`config.mk`:
```
export PLATFORM = sky130hd
export DESIGN_NAME = elevator_hall_call_dispatch
export DESIGN_NICKNAME = d
export VERILOG_FILES = /design/src/rtl/core/ehcd_pkg.sv /design/src/rtl/core/ehcd_score_unit.sv /design/src/rtl/core/elevator_hall_call_dispatch.sv
export SDC_FILE = /design/constraint.sdc
export NUM_CORES = 1
export LEC_CHECK = 0
export BUFFER_PORTS_ARGS = -buffer_cell sky130_fd_sc_hd__buf_2
export CAP_MARGIN = 10
export CORE_MARGIN = 2
export CORE_UTILIZATION = 45
export DETAILED_ROUTE_END_ITERATION = 7
export GPL_ROUTABILITY_DRIVEN = 0
export GPL_TIMING_DRIVEN = 0
export PLACE_DENSITY = 0.65
export SKIP_LAST_GASP = 1
export SLEW_MARGIN = 20
export SYNTH_ARGS = -nofsm -noshare
export SYNTH_HDL_FRONTEND = slang
export SYNTH_SLANG_ARGS = --single-unit
```
`constraint.sdc`:
```
create_clock -name clk_i -period 6.2 [get_ports clk_i]
set_input_delay 1.24 -clock clk_i [delete_from_list [all_inputs] [get_ports clk_i]]
set_output_delay 1.24 -clock clk_i [all_outputs]
set_load 0.02 [all_outputs]
```
`src/rtl/core/ehcd_pkg.sv`:
```
package ehcd_pkg;

  localparam int NUM_CALLS = 6;
  localparam int BTN_IDX_W = $clog2(NUM_CALLS);

  typedef logic [BTN_IDX_W-1:0] btn_idx_t;
  typedef logic [5:0]           score_t;
  typedef logic [NUM_CALLS-1:0] call_mask_t;

  // Owner codes of a hall button.
  typedef enum logic [1:0] {
    OWN_NONE = 2'd0,
    OWN_A    = 2'd1,
    OWN_B    = 2'd2
  } owner_e;

  // Request types.
  localparam logic REQ_REGISTER = 1'b0;
  localparam logic REQ_TICK     = 1'b1;

  // Car motion codes; every other code means idle.
  localparam logic [2:0] MOT_UP    = 3'd1;
  localparam logic [2:0] MOT_DOWN  = 3'd2;
  localparam logic [2:0] MOT_EMERG = 3'd4;

  localparam score_t PEN_PASSED = 6'd10;
  localparam score_t PEN_OTHER  = 6'd20;

  typedef struct packed {
    logic       req_type;
    logic [3:0] press_floor;
    logic       press_dir;
    logic       link_fault;
    logic [3:0] a_floor;
    logic [2:0] a_state;
    logic       a_door_open;
    logic [3:0] b_floor;
    logic [2:0] b_state;
    logic       b_door_open;
  } in_t;

  typedef struct packed {
    logic       forward_valid;
    logic [3:0] forward_floor;
    call_mask_t active_mask;
    call_mask_t owner_a_mask;
    call_mask_t owner_b_mask;
  } out_t;

  // Floor served by each button, in scan order.
  function automatic logic [3:0] btn_floor(btn_idx_t idx);
    logic [3:0] f;
    case (idx)
      3'd0:    f = 4'd1;
      3'd1:    f = 4'd2;
      3'd2:    f = 4'd2;
      3'd3:    f = 4'd3;
      3'd4:    f = 4'd3;
      3'd5:    f = 4'd4;
      default: f = 4'd0;
    endcase
    return f;
  endfunction

  // Direction of each button: 1 for down.
  function automatic logic btn_down(btn_idx_t idx);
    logic d;
    case (idx)
      3'd1, 3'd3, 3'd5: d = 1'b1;
      default:          d = 1'b0;
    endcase
    return d;
  endfunction

endpackage

```
`src/rtl/core/ehcd_score_unit.sv`:
```
module ehcd_score_unit (
  input  logic [3:0]      car_floor_i,
  input  logic [2:0]      motion_i,
  input  logic [3:0]      btn_floor_i,
  input  logic            btn_down_i,
  output ehcd_pkg::score_t score_o
);
  import ehcd_pkg::*;

  logic [3:0] gap;
  logic       idle;

  // Distance plus a penalty for a car moving away or past the call.
  always_comb begin
    gap  = (car_floor_i > btn_floor_i) ? (car_floor_i - btn_floor_i)
                                       : (btn_floor_i - car_floor_i);
    idle = !(motion_i inside {MOT_UP, MOT_DOWN, MOT_EMERG});
    if (idle) begin
      score_o = {2'b00, gap};
    end else if (motion_i == MOT_UP && !btn_down_i) begin
      score_o = (car_floor_i < btn_floor_i) ? {2'b00, gap} : PEN_PASSED + {2'b00, gap};
    end else if (motion_i == MOT_DOWN && btn_down_i) begin
      score_o = (car_floor_i > btn_floor_i) ? {2'b00, gap} : PEN_PASSED + {2'b00, gap};
    end else begin
      score_o = PEN_OTHER + {2'b00, gap};
    end
  end

endmodule

```
`src/rtl/core/elevator_hall_call_dispatch.sv`:
```
// Two-car hall-call dispatcher. Six hall buttons are held in the order
// 1-up, 2-down, 2-up, 3-down, 3-up, 4-down, each with an active flag and an
// owner (none, car A, car B). A register beat (req_type 0) marks its button
// active in ST_REG when the button has no owner, and its result beat is
// offered in ST_DONE after that. A dispatch tick (req_type 1) walks the six
// buttons, each through ST_SCORE_A and then ST_SCORE_B, because one shared
// scoring unit rates car A in the first state and car B in the second; after
// the last button the tick offers its result beat in ST_DONE. The block holds
// one item at a time: in_stall_o stays high from acceptance until the result
// beat has been taken, and the next beat is accepted only once the block is
// back in ST_IDLE. Unowned active buttons go to the car with the lower score,
// ties and every call under link_fault go to A, and a button is cleared on
// the tick when its owner stands at its floor with the door open, including a
// button assigned on that same tick. The result beat carries the button masks
// after the item and, for ticks, the floor of the last button handed to
// car B. After reset all buttons are inactive and unowned.
module elevator_hall_call_dispatch (
  input  logic           clk_i,
  input  logic           rst_ni,
  input  logic           in_valid_i,
  output logic           in_stall_o,
  input  ehcd_pkg::in_t  in_data_i,
  output logic           out_valid_o,
  input  logic           out_stall_i,
  output ehcd_pkg::out_t out_data_o
);
  import ehcd_pkg::*;

  typedef enum logic [2:0] {
    ST_IDLE,
    ST_REG,
    ST_SCORE_A,
    ST_SCORE_B,
    ST_DONE
  } state_e;

  localparam btn_idx_t LAST_IDX = btn_idx_t'(NUM_CALLS - 1);

  state_e     state_q;
  in_t        item_q;
  btn_idx_t   idx_q;
  score_t     score_a_q;
  logic       fwd_valid_q;
  logic [3:0] fwd_floor_q;
  logic       active_q [NUM_CALLS];
  owner_e     owner_q  [NUM_CALLS];

  logic       in_beat;
  logic       out_beat;
  logic [3:0] cur_floor;
  logic       cur_down;
  logic [3:0] unit_car_floor;
  logic [2:0] unit_motion;
  score_t     unit_score;
  call_mask_t reg_hit;
  owner_e     own_new;
  logic       clear_cur;
  call_mask_t act_mask;
  call_mask_t own_a_mask;
  call_mask_t own_b_mask;

  assign in_beat  = in_valid_i && !in_stall_o;
  assign out_beat = out_valid_o && !out_stall_i;

  assign in_stall_o  = (state_q != ST_IDLE);
  assign out_valid_o = (state_q == ST_DONE);

  assign cur_floor = btn_floor(idx_q);
  assign cur_down  = btn_down(idx_q);

  // The scoring unit sees car A in ST_SCORE_A of a button, car B in ST_SCORE_B.
  always_comb begin
    if (state_q == ST_SCORE_B) begin
      unit_car_floor = item_q.b_floor;
      unit_motion    = item_q.b_state;
    end else begin
      unit_car_floor = item_q.a_floor;
      unit_motion    = item_q.a_state;
    end
  end

  ehcd_score_unit u_score (
    .car_floor_i (unit_car_floor),
    .motion_i    (unit_motion),
    .btn_floor_i (cur_floor),
    .btn_down_i  (cur_down),
    .score_o     (unit_score)
  );

  // Register beat: the first button that matches floor and direction.
  always_comb begin
    logic found;
    found   = 1'b0;
    reg_hit = '0;
    for (int i = 0; i < NUM_CALLS; i++) begin
      if (!found && btn_floor(btn_idx_t'(i)) == item_q.press_floor &&
          btn_down(btn_idx_t'(i)) == item_q.press_dir) begin
        found      = 1'b1;
        reg_hit[i] = 1'b1;
      end
    end
  end

  // Assignment of the current button and the clearing check that follows it.
  always_comb begin
    own_new = owner_q[idx_q];
    if (active_q[idx_q] && owner_q[idx_q] == OWN_NONE) begin
      if (item_q.link_fault || score_a_q <= unit_score) begin
        own_new = OWN_A;
      end else begin
        own_new = OWN_B;
      end
    end
    clear_cur = (own_new == OWN_A && item_q.a_floor == cur_floor && item_q.a_door_open) ||
                (own_new == OWN_B && item_q.b_floor == cur_floor && item_q.b_door_open);
  end

  always_comb begin
    for (int i = 0; i < NUM_CALLS; i++) begin
      act_mask[i]   = active_q[i];
      own_a_mask[i] = (owner_q[i] == OWN_A);
      own_b_mask[i] = (owner_q[i] == OWN_B);
    end
  end

  assign out_data_o.forward_valid = fwd_valid_q;
  assign out_data_o.forward_floor = fwd_floor_q;
  assign out_data_o.active_mask   = act_mask;
  assign out_data_o.owner_a_mask  = own_a_mask;
  assign out_data_o.owner_b_mask  = own_b_mask;

  always_ff @(posedge clk_i or negedge rst_ni) begin
    if (!rst_ni) begin
      state_q     <= ST_IDLE;
      idx_q       <= '0;
      fwd_valid_q <= 1'b0;
      fwd_floor_q <= '0;
      for (int i = 0; i < NUM_CALLS; i++) begin
        active_q[i] <= 1'b0;
        owner_q[i]  <= OWN_NONE;
      end
    end else begin
      case (state_q)
        ST_IDLE: begin
          if (in_beat) begin
            item_q      <= in_data_i;
            idx_q       <= '0;
            fwd_valid_q <= 1'b0;
            fwd_floor_q <= '0;
            state_q     <= (in_data_i.req_type == REQ_TICK) ? ST_SCORE_A : ST_REG;
          end
        end
        ST_REG: begin
          for (int i = 0; i < NUM_CALLS; i++) begin
            if (reg_hit[i] && owner_q[i] == OWN_NONE) begin
              active_q[i] <= 1'b1;
            end
          end
          state_q <= ST_DONE;
        end
        ST_SCORE_A: begin
          score_a_q <= unit_score;
          state_q   <= ST_SCORE_B;
        end
        ST_SCORE_B: begin
          if (own_new == OWN_B && owner_q[idx_q] == OWN_NONE) begin
            fwd_valid_q <= 1'b1;
            fwd_floor_q <= cur_floor;
          end
          if (clear_cur) begin
            active_q[idx_q] <= 1'b0;
            owner_q[idx_q]  <= OWN_NONE;
          end else begin
            owner_q[idx_q]  <= own_new;
          end
          if (idx_q == LAST_IDX) begin
            state_q <= ST_DONE;
          end else begin
            idx_q   <= idx_q + btn_idx_t'(1);
            state_q <= ST_SCORE_A;
          end
        end
        ST_DONE: begin
          if (out_beat) begin
            state_q <= ST_IDLE;
          end
        end
        default: begin
          state_q <= ST_IDLE;
        end
      endcase
    end
  end

  // A button never has two owners.
  a_owner_disjoint: assert property (@(posedge clk_i) disable iff (!rst_ni)
    (own_a_mask & own_b_mask) == '0)
    else $error("button owned by both cars");

  // An owned button is always active.
  a_owned_active: assert property (@(posedge clk_i) disable iff (!rst_ni)
    ((own_a_mask | own_b_mask) & ~act_mask) == '0)
    else $error("owned button is not active");

  // Without a forward the forwarded floor reads zero.
  a_fwd_floor_zero: assert property (@(posedge clk_i) disable iff (!rst_ni)
    out_valid_o && !out_data_o.forward_valid |-> out_data_o.forward_floor == 4'd0)
    else $error("forward floor set without forward");

  // A register beat never forwards a call.
  a_reg_no_fwd: assert property (@(posedge clk_i) disable iff (!rst_ni)
    out_valid_o && item_q.req_type == REQ_REGISTER |-> !out_data_o.forward_valid)
    else $error("register beat forwarded a call");

  // An accepted beat holds the input side until its result is taken.
  a_busy_after_accept: assert property (@(posedge clk_i) disable iff (!rst_ni)
    in_beat |=> in_stall_o && !out_valid_o)
    else $error("input side not held after accept");

endmodule

```
==> metrics.log <==
INFO  metric status = finished, final reports clean
INFO  metric post-route-drc-count = 0
INFO  metric final.setup_skew = 0.00738 ns
INFO  metric grt_setup_unrepaired = no
INFO  metric route.antenna.remaining_nets = 0
INFO  metric die_h = 95.1 um
INFO  metric dp_hpwl = 6.40 mm
INFO  metric irDropWorstVdd = around 0.00024 V
INFO  metric numCtsBuffers = 5
INFO  metric number_of_global_route_vias_before_repair = 2758
INFO  metric antenna_violations_before_repair = 0
INFO  metric vias = 2934
INFO  metric start_kind = register
INFO  metric worst_skew_late_latency = 0.32 ns
INFO  metric firstDrtPassIters = 5
INFO  metric drt_wl_total = 8.22 mm
INFO  metric finalHoldViolCount = 0
INFO  metric fill_cells = 738
INFO  metric timing.critical_path.cells = buf_4 > and3b_1 > buf_2 > buf_2 > mux2i_1 > inv_1 > ha_1 > and3_1 > or2_2 > nand2_1 > o211ai_1 > o21ai_1 > ha_1 > a32o_2 > o21bai_1 > mux2i_1 > ha_1 > nand4_1 > o21bai_1 > a311o_1 > a31oi_1 > a31oi_2 > mux2_1
INFO  metric leading_cell_type_in_the_layout_fill_and_taps_excluded = sky130_fd_sc_hd__buf_2
INFO  metric relSlewSlack = 0.288
INFO  metric ys_ff_latch = between 50 and 60
INFO  metric synth-edff-count = 28
INFO  metric routed_via_density = 5.58
INFO  metric setup_viol = 0
INFO  metric top_level_ports = between 50 and 60
INFO  metric clk_pin_slew = 0.11 ns
INFO  metric initial_utilization = 0.459
INFO  metric grtUsageTotal = 0.189
INFO  metric total_power = 0.00211 W
INFO  metric wire_length_of_the_first_global_routing_pass = 13.3 mm
INFO  metric critical_path.endpoint_type = register
INFO  metric flow.area_growth_from_synthesis = 13.8%
INFO  metric highest_count_cells_in_the_layout_ignoring_fill_and_taps = sky130_fd_sc_hd__buf_2 (54), sky130_fd_sc_hd__nand2_1 (31), sky130_fd_sc_hd__dfrtp_1 (28), sky130_fd_sc_hd__edfxtp_1 (28), sky130_fd_sc_hd__ha_1 (20)
INFO  metric fp.dieW = 95.1 um
INFO  metric arrival = 5.99 ns
INFO  metric max_freq = between 0.15 and 0.2 GHz
INFO  metric post_synth_cell_types = 71
INFO  metric netlist_instances = 362
INFO  metric syn_nets = 411
INFO  metric wl_per_cell = ~16 um
INFO  metric critical-path-slowest-cell = sky130_fd_sc_hd__a311o_1
INFO  metric root_buffer = sky130_fd_sc_hd__clkbuf_8
INFO  metric ys.flop_type = sky130_fd_sc_hd__edfxtp_1
INFO  metric final_min_period_over_clock_period = 0.934
INFO  metric drt_iter0_markers = 147
INFO  metric holdCritPathClass = register to register
INFO  metric placed_cells_incl_taps = 517
INFO  metric total_leakage_power = 1.92 nW
INFO  metric synth.avg_cell_area = 10.3 um^2
INFO  metric num-nets-final = 469
INFO  metric number_of_warnings_issued_by_yosys = 0
INFO  metric tightestPinTransition = 1.06 ns
INFO  metric cts_htree_levels = 2
INFO  metric cts_hold_buf = 0
INFO  metric final_max_slew_viol_count = 0
INFO  metric setup_total_negative_slack = 0 ns
INFO  metric grt_start_max_net_pins = 31
INFO  metric post_route_cells_drive_above_1_share = 0.249
INFO  metric global_route.overflow_total = 0
INFO  metric netlist_area = 3730 um^2
INFO  metric criticalPathCategory = register to register
INFO  metric fin_cells = 526
INFO  metric numClockSinks = 56
INFO  metric yosysSeqAreaShare = 0.413
INFO  metric worst_path_most_repeated_cell = sky130_fd_sc_hd__ha_1
INFO  metric die_area = approximately 9000 um^2
INFO  metric fin_crit = 5.79 ns
INFO  metric fp-row-count = 33
INFO  metric clock_tree_from_tritoncts = done
INFO  metric max-cap-violations = 0
INFO  metric synthArstFlopShare = 0.500
INFO  metric num_antenna_cells = 0
INFO  metric worstPathMaxFanout = 10
INFO  metric portBuffers = 50
INFO  metric delay_of_the_slowest_cell_on_the_worst_path = 0.38 ns
INFO  metric power.density = 497 nW/um^2
INFO  metric floorplan.core_area = 8130 um^2
INFO  metric cts_buffer_depth = 2
INFO  metric worst-endpoint-required = around 6.4 ns
## metrics by stage
step	hold slack, ns	setup WS [ns]	cell area [um^2]	util
final	0.495	0.410	4250	0.522
after global routing	0.537	0.00912	4250	0.522
after CTS	0.506	0.0548	4220	0.519
after detailed placement	0.482	-0.137	4110	0.506
after global placement	0.468	-0.0157	4110	0.506
after floorplan	0.451	0.911	3730	-
## path summary, 6_finish.rpt
| check | from | endpoint | slack, ns | cells past startpoint |
|---|---|---|---|---|
| max | state_q[2] | owner_q[8] | 0.41 | 23 |
| min | fwd_valid_q | fwd_valid_q | 0.49 | 1 |
| max reg2reg | state_q[2] | owner_q[8] | 0.41 | 23 |
| max in group asynchronous | rst_ni | fwd_floor_q[0] | 4.85 | 1 |
| min in group asynchronous | rst_ni | owner_q[7] | 0.93 | 1 |
| min reg2reg | fwd_valid_q | fwd_valid_q | 0.49 | 1 |
## critical path, delay by kind of cell, from the launching register on
kind,cells,cell delay [ns]
and+or+nand+nor,5,0.93
AOI/OAI and AO/OA,8,1.81
buffers and inverters,4,0.76
adders and majority gates,3,1.00
DFF,1,0.37
muxes,3,0.78
## final cells by class
type	instances	area [um^2]	area share
inverter	19	71.3	0.0168
buffer	12	83.8	0.0197
clock inverter	2	18.8	0.00442
sequential	56	1540	0.363
timing repair buffer	51	258	0.0607
multi-input combinational	275	2060	0.485
tap	105	131	0.0309
clock buffer	6	82.6	0.0195
## power by group
group          switching [W]  internal, W
logic               0.000784     0.000544
clock network       0.000126    0.0000937
registers          0.0000685     0.000496
total               0.000978      0.00113
## state kept, by name (all words and copies together), names as in the netlist
name and cells:
out_data_o 6, fwd_valid_q 1, owner_q 12, state_q 3
score_a_q 6, idx_q 3, item_q 22, fwd_floor_q 3
## metal layers
layer | part of all wire | wire (um) | up-vias | track usage
met2 | 0.45 | 3710 | 80 | 0.300
li1 | - | - | 1447 | -
met5 | 0 | 0 | - | 0
met3 | 0.040 | 331 | 5 | 0.0324
met4 | 0.0066 | 54 | 0 | 0.0386
met1 | 0.50 | 4120 | 1402 | 0.275
## synthesized netlist by cell type (3+ instances only)
cell	instances	area [um^2]
sky130_fd_sc_hd__a21o_1	6	45.0
sky130_fd_sc_hd__a21oi_1	12	60.1
sky130_fd_sc_hd__a31oi_1	4	25.0
sky130_fd_sc_hd__buf_2	3	15.0
sky130_fd_sc_hd__buf_4	7	52.6
sky130_fd_sc_hd__dfrtp_1	28	701
sky130_fd_sc_hd__edfxtp_1	28	841
sky130_fd_sc_hd__ha_1	20	250
sky130_fd_sc_hd__inv_1	19	71.3
sky130_fd_sc_hd__mux2_1	4	45.0
sky130_fd_sc_hd__mux2_2	11	124
sky130_fd_sc_hd__mux2i_1	18	180
sky130_fd_sc_hd__nand2_1	31	116
sky130_fd_sc_hd__nand2b_1	11	68.8
sky130_fd_sc_hd__nand3_1	8	40.0
sky130_fd_sc_hd__nand4_1	3	18.8
sky130_fd_sc_hd__nor2_1	18	67.6
sky130_fd_sc_hd__nor2b_1	16	100
sky130_fd_sc_hd__nor3_1	20	100
sky130_fd_sc_hd__nor3b_1	3	22.5
sky130_fd_sc_hd__nor4_1	6	37.5
sky130_fd_sc_hd__o21ai_0	8	40.0
sky130_fd_sc_hd__o221ai_1	3	26.3
sky130_fd_sc_hd__o22ai_1	3	18.8
sky130_fd_sc_hd__o32ai_1	5	43.8
sky130_fd_sc_hd__or2_2	3	18.8
sky130_fd_sc_hd__or3_1	3	18.8
sky130_fd_sc_hd__xnor2_1	7	61.3
## cell families (layout without fill, tap and decap cells)
group | after synthesis | in the layout | synth area share
AND/OR/NAND/NOR | 145 | 145 | 0.216
AO/OA/AOI/OAI | 65 | 65 | 0.134
flip-flops | 56 | 56 | 0.413
multiplexers | 34 | 34 | 0.0976
buffers and inverters | 31 | 90 | 0.0412
adder cells (fa/ha/maj) | 22 | 22 | 0.0778
XOR/XNOR | 8 | 8 | 0.0188
other | 1 | 1 | 0.00101
## what timing repair did
action / in CTS / in global routing
buffers inserted: 0 / 1
setup endpoints to repair: 9 / 22
pin swaps: 0 / 1
hold endpoints to repair: 0 / 0
resized for setup: 1 / 5
Power figures use the tool's default switching activity.
